$ cat src/rtl/psmd_pkg.sv
// Shared types and constants for the pot smoothing motion detector.
package psmd_pkg;

  typedef enum logic [1:0] {
    OP_POLL  = 2'd0,
    OP_RESET = 2'd1,
    OP_ARM   = 2'd2
  } op_t;

  localparam int unsigned CFG_INDEX_W = 2;
  localparam logic [CFG_INDEX_W-1:0] CFG_MOVE_THRESHOLD = 2'd0;
  localparam logic [CFG_INDEX_W-1:0] CFG_HOLD_FRAMES    = 2'd1;
  localparam logic [CFG_INDEX_W-1:0] CFG_PADDLE_RANGE   = 2'd2;

  localparam int unsigned THRESH_W = 12;
  localparam int unsigned HOLD_W   = 6;
  localparam int unsigned RANGE_W  = 12;
  localparam int unsigned FIELD_W  = 12;

  localparam logic [THRESH_W-1:0] THRESH_RESET = 12'd40;
  localparam logic [HOLD_W-1:0]   HOLD_RESET   = 6'd20;
  localparam logic [RANGE_W-1:0]  RANGE_RESET  = 12'd240;

  localparam int unsigned FULL_SCALE    = 4095;
  localparam int unsigned SMOOTH_WEIGHT = 3;

endpackage

$ cat src/rtl/psmd_channel.sv
// One pot channel: first-order smoothing and baseline change test.
module psmd_channel #(
  parameter int unsigned SAMPLE_BITS = 12
) (
  input  logic [SAMPLE_BITS-1:0]           smooth_old,
  input  logic [SAMPLE_BITS-1:0]           baseline,
  input  logic [SAMPLE_BITS-1:0]           sample,
  input  logic [psmd_pkg::THRESH_W-1:0]    threshold,
  output logic [SAMPLE_BITS-1:0]           smooth_new,
  output logic                             moved
);

  localparam int unsigned SUM_W = SAMPLE_BITS + 2;
  localparam int unsigned CMP_W = SAMPLE_BITS + psmd_pkg::THRESH_W;

  logic [SUM_W-1:0]       sum;
  logic [SAMPLE_BITS-1:0] diff;

  assign sum = SUM_W'(smooth_old) * SUM_W'(psmd_pkg::SMOOTH_WEIGHT) + SUM_W'(sample);
  assign smooth_new = sum[SUM_W-1:2];

  assign diff = (smooth_new >= baseline) ? (smooth_new - baseline) : (baseline - smooth_new);
  assign moved = CMP_W'(diff) > CMP_W'(threshold);

endmodule

$ cat src/rtl/psmd_scale.sv
// Paddle position: floor(value * range / 4095), clamped to range.
module psmd_scale #(
  parameter int unsigned SAMPLE_BITS = 12
) (
  input  logic [SAMPLE_BITS-1:0]          value,
  input  logic [psmd_pkg::RANGE_W-1:0]    range,
  output logic [psmd_pkg::FIELD_W-1:0]    paddle
);

  localparam int unsigned PW = SAMPLE_BITS + psmd_pkg::RANGE_W;

  logic [PW-1:0] prod;
  logic [PW-1:0] hi1, lo1, t1, hi2, lo2, t2, quot, clamped;

  assign prod = PW'(value) * PW'(range);

  // 4096 = 4095 + 1: fold the high part back in twice, then one compare
  assign hi1 = prod >> 12;
  assign lo1 = prod & PW'(psmd_pkg::FULL_SCALE);
  assign t1  = hi1 + lo1;
  assign hi2 = t1 >> 12;
  assign lo2 = t1 & PW'(psmd_pkg::FULL_SCALE);
  assign t2  = hi2 + lo2;
  assign quot = hi1 + hi2 + PW'(t2 >= PW'(psmd_pkg::FULL_SCALE));

  assign clamped = (quot > PW'(range)) ? PW'(range) : quot;
  assign paddle  = clamped[psmd_pkg::FIELD_W-1:0];

endmodule

$ cat src/rtl/pot_smoothing_motion_detector.sv
// Top level of the pot smoothing motion detector.
//
//  channel  direction  handshake             payload
//  in_      sink       in_valid / in_ready   operation, two samples, pin, query
//  out_     source     out_valid / out_ready value, paddle, movement, mover, edge
//  cfg_     sink       cfg_valid / cfg_ready register index, write data
//
// State updates at the beat an item is accepted; the result passes through the stage register,
// then the paddle multiply-divide into the output register. One item per cycle
// unless the output stalls; the paddle multiplier sets the stage 2 path.
// rst_n (synchronous) restores registers and filter state; cfg_ready stays high.
// A stalled output holds both stages; in_ready drops only when both are full.
module pot_smoothing_motion_detector #(
  parameter int unsigned SAMPLE_BITS = 12
) (
  input  logic                                clk,
  input  logic                                rst_n,

  input  logic                                in_valid,
  output logic                                in_ready,
  input  logic [1:0]                          in_operation,
  input  logic [SAMPLE_BITS-1:0]              in_sample_p1,
  input  logic [SAMPLE_BITS-1:0]              in_sample_p2,
  input  logic                                in_button_pin_level,
  input  logic                                in_query_player,

  output logic                                out_valid,
  input  logic                                out_ready,
  output logic [SAMPLE_BITS-1:0]              out_smoothed_value,
  output logic [psmd_pkg::FIELD_W-1:0]        out_paddle_y,
  output logic                                out_movement_detected,
  output logic                                out_last_mover,
  output logic                                out_press_edge,

  input  logic                                cfg_valid,
  output logic                                cfg_ready,
  input  logic [psmd_pkg::CFG_INDEX_W-1:0]    cfg_index,
  input  logic [psmd_pkg::FIELD_W-1:0]        cfg_data
);

  localparam logic [SAMPLE_BITS-1:0] SAMPLE_MID = SAMPLE_BITS'(1) << (SAMPLE_BITS - 1);

  logic [psmd_pkg::THRESH_W-1:0] thresh_r;
  logic [psmd_pkg::HOLD_W-1:0]   hold_frames_r;
  logic [psmd_pkg::RANGE_W-1:0]  range_r;

  logic [SAMPLE_BITS-1:0] smooth_r [2];
  logic [SAMPLE_BITS-1:0] base_r   [2];
  logic [SAMPLE_BITS-1:0] smooth_nxt [2];
  logic [SAMPLE_BITS-1:0] base_nxt   [2];
  logic [SAMPLE_BITS-1:0] filt [2];
  logic                   moved [2];
  logic [psmd_pkg::HOLD_W-1:0] hold_r, hold_nxt, hold_load;
  logic mover_r, mover_nxt, prev_r, prev_nxt, edge_r, edge_nxt;

  logic                   s1_valid_r;
  logic [SAMPLE_BITS-1:0] s1_value_r;
  logic                   s1_move_r, s1_mover_r, s1_edge_r;

  logic                          out_valid_r;
  logic [SAMPLE_BITS-1:0]        out_value_r;
  logic [psmd_pkg::FIELD_W-1:0]  out_paddle_r;
  logic                          out_move_r, out_mover_r, out_edge_r;
  logic [psmd_pkg::FIELD_W-1:0]  paddle;

  logic in_fire, s2_adv;
  psmd_pkg::op_t op;

  assign op        = psmd_pkg::op_t'(in_operation);
  assign s2_adv    = out_ready || !out_valid_r;
  assign in_ready  = !s1_valid_r || s2_adv;
  assign in_fire   = in_valid && in_ready;
  assign cfg_ready = 1'b1;

  psmd_channel #(.SAMPLE_BITS(SAMPLE_BITS)) u_ch0 (
    .smooth_old (smooth_r[0]),
    .baseline   (base_r[0]),
    .sample     (in_sample_p1),
    .threshold  (thresh_r),
    .smooth_new (filt[0]),
    .moved      (moved[0])
  );

  psmd_channel #(.SAMPLE_BITS(SAMPLE_BITS)) u_ch1 (
    .smooth_old (smooth_r[1]),
    .baseline   (base_r[1]),
    .sample     (in_sample_p2),
    .threshold  (thresh_r),
    .smooth_new (filt[1]),
    .moved      (moved[1])
  );

  always_comb begin
    smooth_nxt = smooth_r;
    base_nxt   = base_r;
    hold_nxt   = hold_r;
    mover_nxt  = mover_r;
    prev_nxt   = prev_r;
    edge_nxt   = edge_r;
    hold_load  = hold_r;
    unique case (op)
      psmd_pkg::OP_POLL: begin
        smooth_nxt = filt;
        if (moved[0]) begin
          base_nxt[0] = filt[0];
        end
        if (moved[1]) begin
          base_nxt[1] = filt[1];
        end
        if (moved[0] || moved[1]) begin
          hold_load = hold_frames_r;
        end
        // channel 1 is checked first, so it wins ties
        if (moved[1]) begin
          mover_nxt = 1'b1;
        end else if (moved[0]) begin
          mover_nxt = 1'b0;
        end
        hold_nxt = (hold_load != '0) ? hold_load - 1'b1 : hold_load;
        prev_nxt = !in_button_pin_level;
        edge_nxt = !in_button_pin_level && !prev_r;
      end
      psmd_pkg::OP_RESET: begin
        hold_nxt = '0;
        base_nxt = smooth_r;
      end
      psmd_pkg::OP_ARM: begin
        smooth_nxt[0] = in_sample_p1;
        smooth_nxt[1] = in_sample_p2;
        base_nxt[0]   = in_sample_p1;
        base_nxt[1]   = in_sample_p2;
      end
      default: begin
      end
    endcase
  end

  psmd_scale #(.SAMPLE_BITS(SAMPLE_BITS)) u_scale (
    .value  (s1_value_r),
    .range  (range_r),
    .paddle (paddle)
  );

  // configuration and filter state
  always_ff @(posedge clk) begin
    if (!rst_n) begin
      thresh_r      <= psmd_pkg::THRESH_RESET;
      hold_frames_r <= psmd_pkg::HOLD_RESET;
      range_r       <= psmd_pkg::RANGE_RESET;
      smooth_r[0]   <= SAMPLE_MID;
      smooth_r[1]   <= SAMPLE_MID;
      base_r[0]     <= SAMPLE_MID;
      base_r[1]     <= SAMPLE_MID;
      hold_r        <= '0;
      mover_r       <= 1'b0;
      prev_r        <= 1'b0;
      edge_r        <= 1'b0;
    end else begin
      if (cfg_valid) begin
        unique case (cfg_index)
          psmd_pkg::CFG_MOVE_THRESHOLD: thresh_r <= cfg_data[psmd_pkg::THRESH_W-1:0];
          psmd_pkg::CFG_HOLD_FRAMES:    hold_frames_r <= cfg_data[psmd_pkg::HOLD_W-1:0];
          psmd_pkg::CFG_PADDLE_RANGE:   range_r <= cfg_data[psmd_pkg::RANGE_W-1:0];
          default: begin
          end
        endcase
      end
      if (in_fire) begin
        smooth_r <= smooth_nxt;
        base_r   <= base_nxt;
        hold_r   <= hold_nxt;
        mover_r  <= mover_nxt;
        prev_r   <= prev_nxt;
        edge_r   <= edge_nxt;
      end
    end
  end

  // stage 1 and output beat control
  always_ff @(posedge clk) begin
    if (!rst_n) begin
      s1_valid_r  <= 1'b0;
      out_valid_r <= 1'b0;
    end else begin
      if (in_ready) begin
        s1_valid_r <= in_valid;
      end
      if (s2_adv) begin
        out_valid_r <= s1_valid_r;
      end
    end
  end

  // payload registers
  always_ff @(posedge clk) begin
    if (in_fire) begin
      s1_value_r <= in_query_player ? smooth_nxt[1] : smooth_nxt[0];
      s1_move_r  <= hold_nxt != '0;
      s1_mover_r <= mover_nxt;
      s1_edge_r  <= edge_nxt;
    end
    if (s2_adv && s1_valid_r) begin
      out_value_r  <= s1_value_r;
      out_paddle_r <= paddle;
      out_move_r   <= s1_move_r;
      out_mover_r  <= s1_mover_r;
      out_edge_r   <= s1_edge_r;
    end
  end

  assign out_valid             = out_valid_r;
  assign out_smoothed_value    = out_value_r;
  assign out_paddle_y          = out_paddle_r;
  assign out_movement_detected = out_move_r;
  assign out_last_mover        = out_mover_r;
  assign out_press_edge        = out_edge_r;

endmodule

$ cat config.mk
export PLATFORM = sky130hd
export DESIGN_NAME = pot_smoothing_motion_detector
export DESIGN_NICKNAME = d
export VERILOG_FILES = /design/src/rtl/psmd_pkg.sv /design/src/rtl/psmd_channel.sv /design/src/rtl/psmd_scale.sv /design/src/rtl/pot_smoothing_motion_detector.sv
export SDC_FILE = /design/constraint.sdc
export NUM_CORES = 1
export LEC_CHECK = 0
export ABC_CLOCK_PERIOD_IN_PS = 14800
export BUFFER_PORTS_ARGS = -buffer_cell sky130_fd_sc_hd__buf_2
export CAP_MARGIN = 5
export CORE_ASPECT_RATIO = 1.75
export CORE_MARGIN = 10
export CORE_UTILIZATION = 64
export DETAILED_ROUTE_END_ITERATION = 8
export PLACE_DENSITY = 0.8
export SETUP_SLACK_MARGIN = 0.3
export SYNTH_ARGS = -nofsm -noshare
export SYNTH_HDL_FRONTEND = slang
export SYNTH_HIERARCHICAL = 1
export SYNTH_SLANG_ARGS = --single-unit
export TNS_END_PERCENT = 5
$ cat constraint.sdc
create_clock -name clk -period 14.8 [get_ports clk]
set_clock_uncertainty 0.15 [all_clocks]
set_input_delay 0.74 -clock clk [delete_from_list [all_inputs] [get_ports clk]]
set_output_delay 0.74 -clock clk [all_outputs]
set_load 0.1 [all_outputs]
==> run_results.csv <==
group,metric,value,unit
drt,ant_nets,0,
timing,period_minus_slack,12110,ps
die,std_cell_rows,77,
timing,max_freq,82.59,MHz
timing,tightest_slew,859.2,ps
cells_and_area,multi_input_area,12040,um2
synthesis,synth_cell_types,98,
synthesis,synth_nets,2303,
timing,relSlewSlack,0.4272,
critical_path,slowest_delay,770,ps
die,die_y,231.6,um
clock_tree,cts_tree,"done",
critical_path,critPathKind,"flip-flop to flip-flop",
critical_path,cp.arrival,12150,ps
cells_and_area,seqCellArea,3043,um2
clock_tree,insertion_delay,450,ps
grt,grt_pass1_wl,73420,um
die,dieArea,32630,um2
cells_and_area,drive_gt1_frac,0.08647,
clock_tree,cts_buffer_depth,2,
clock_tree,clk_pin_slew,60,ps
critical_path,timing.critical_path.buf_inv,5,
drt,viasPerCell,6.225,
synthesis,ys_ff_latch,131,
synthesis,synthTopCellsByArea,"fa_1 (16%), ha_1 (14%), dfxtp_1 (11%), edfxtp_1 (7.7%), inv_1 (5.4%)",
die,die_width,140.9,um
drt,vias,14210,
timing,fin_tns_setup,0,ps
critical_path,critPathMostFrequentCell,"fa_1",
synthesis,synth_edf_count,42,
timing,grt_setup_unrepaired,"false",
min_path,min_path_type,"flip-flop to flip-flop",
die,core-area,25240,um2
synthesis,synthArstFlopShare,0,
clock_tree,cts_htree_levels,4,
drt,post_drt_wl_per_cell,20.32,um
die,pin_count,77,
clock_tree,post_cts_resized,0,
place,place.gp.congestion,0.9722,
critical_path,critPathMaxFanout,15,
die,initial_core_util,0.6486,
clock_tree,cts_buffers,17,
drt,first_pass_iters,8,
place,dpl_cell_area,16850,um2
drt,drtIter0Drc,1024,
timing,final-max-slew-violation-count,0,
cells_and_area,syn_to_final_growth,6.565,%
job,max_cap_violations,0,
grt,grt_max_degree,74,
synthesis,synth_commonest_cells,"inv_1 (236), nand2_1 (235), ha_1 (186), a21oi_1 (153), nor2_1 (131)",
cells_and_area,finalInstanceArea,17450,um2
critical_path,end_kind,"flip-flop",
timing,finalSetupViolCount,0,
grt,grt_use_total,0.2803,
run_status,status,"finished, final reports clean",
clock_tree,cts-hold-fix-buffers,0,
synthesis,syn_inst,1940,
synthesis,synth_most_common_cell,"inv_1",
cells_and_area,nets,2316,
synthesis,yosysTopAreaCellShare,0.1590,
timing,period_share,0.8181,
critical_path,critPathLaunchType,"flip-flop",
synthesis,synth-main-ff-cell,"dfxtp_1",
critical_path,slowest_stage,"dfxtp_1",
timing,hold_viol_final,0,
critical_path,crit_family,"adder cells",
drt,drt-total-wl,46380,um
clock_tree,cts_root_buffer,"clkbuf_16",
drt,drc_errors,0,
clock_tree,numClockSinks,131,
grt,grt_pass1_vias,14510,
critical_path,crit_required,14840,ps
clock_tree,cts_setup_buffers,0,
synthesis,yosysWarnings,6,
grt,grt.overflow.total,0,
synthesis,netlist_area,16370,um2
synthesis,syn_area_per_cell,8.439,um2
grt,antenna_found_initial,1,
cells_and_area,fill_cells,2137,
place,port_buffers,75,
synthesis,seq_area_frac_synth,0.1859,
synthesis,yosysTopAreaCell,"fa_1",
place,dp_hpwl,36810,um
==> per-stage QoR <==
| step | hold WS [ps] | worst slack (ps) | cells | utilization |
|---|---|---|---|---|
| floorplan | 250.3 | 4177 | 1940 | - |
| global placement | 261.4 | 3099 | 2250 | 0.6676 |
| detailed placement | 270.3 | 2761 | 2250 | 0.6676 |
| CTS | 284.4 | 2752 | 2282 | 0.6911 |
| global route | 282.5 | 1814 | 2282 | 0.6911 |
| finish | 281.9 | 2692 | 2283 | 0.6912 |
==> area by class of cell <==
type                    instances  share of cell area
diodes                          1           0.0001434
clock buffers                  23             0.02869
clock inverters                 9            0.005307
inverters                     239             0.05142
multi-input cells            1476              0.6903
flip-flops and latches        131              0.1744
well taps                     316             0.02266
repair buffers                 88             0.02711
==> logic make-up (layout without fill, tap and decap cells) <==
group                    Yosys count  after routing  synth area share
AO/OA/AOI/OAI                    463            463            0.1928
flip-flops                       131            131            0.1859
AND/OR/NAND/NOR                  577            577            0.1705
XOR/XNOR                          71             71           0.03844
buffers and inverters            333            359           0.07872
other                              1              2         0.0002291
adder cells (fa/ha/maj)          316            316            0.3011
multiplexers                      48             48           0.03233
==> registers in the layout (all words and copies together) (netlist names), 6 cells and up <==
name	flops
base_r	24
smooth_r	24
out_paddle_y	12
out_smoothed_value	12
range_r	12
s1_value_r	12
thresh_r	12
hold_frames_r	6
hold_r	6
==> cells in the final DEF, fill, tap and decap left out, types with 21 or more instances in the layout <==
cell type / count
inv_1: 236
nand2_1: 235
ha_1: 186
a21oi_1: 153
nor2_1: 131
fa_1: 130
dfxtp_1: 89
buf_2: 75
and2_1: 68
a21o_1: 57
edfxtp_1: 42
xnor2_1: 40
a211oi_1: 39
o21ai_0: 35
a22oi_1: 34
mux2i_1: 33
xor2_1: 30
nor2b_1: 21
==> per-layer routing <==
layer | vias to the layer above | track usage | routed length [um] | share of wire
li1 | 6630 | - | - | -
met1 | 6820 | 0.2662 | 15470 | 0.33
met2 | 549 | 0.5223 | 25020 | 0.54
met3 | 212 | 0.04034 | 2096 | 0.045
met4 | 0 | 0.2205 | 3798 | 0.082
met5 | - | 0 | 0 | 0
==> final timing paths <==
check | slack (ps) | depth (start not counted) | endpoint | start
hold / removal | 280 | 0 | out_movement_detected$_DFFE_PP_ | s1_move_r$_DFFE_PP_
setup / recovery | 2690 | 49 | out_paddle_y[2]$_DFFE_PP_ | range_r[8]$_SDFFE_PN0P_
setup reg to reg | 2690 | 49 | out_paddle_y[2]$_DFFE_PP_ | range_r[8]$_SDFFE_PN0P_
hold reg to reg | 280 | 0 | out_movement_detected$_DFFE_PP_ | s1_move_r$_DFFE_PP_
Power is left out: the tool's default activity adds up to more than one toggle a clock period on the data nets, which glitch-free logic cannot reach.
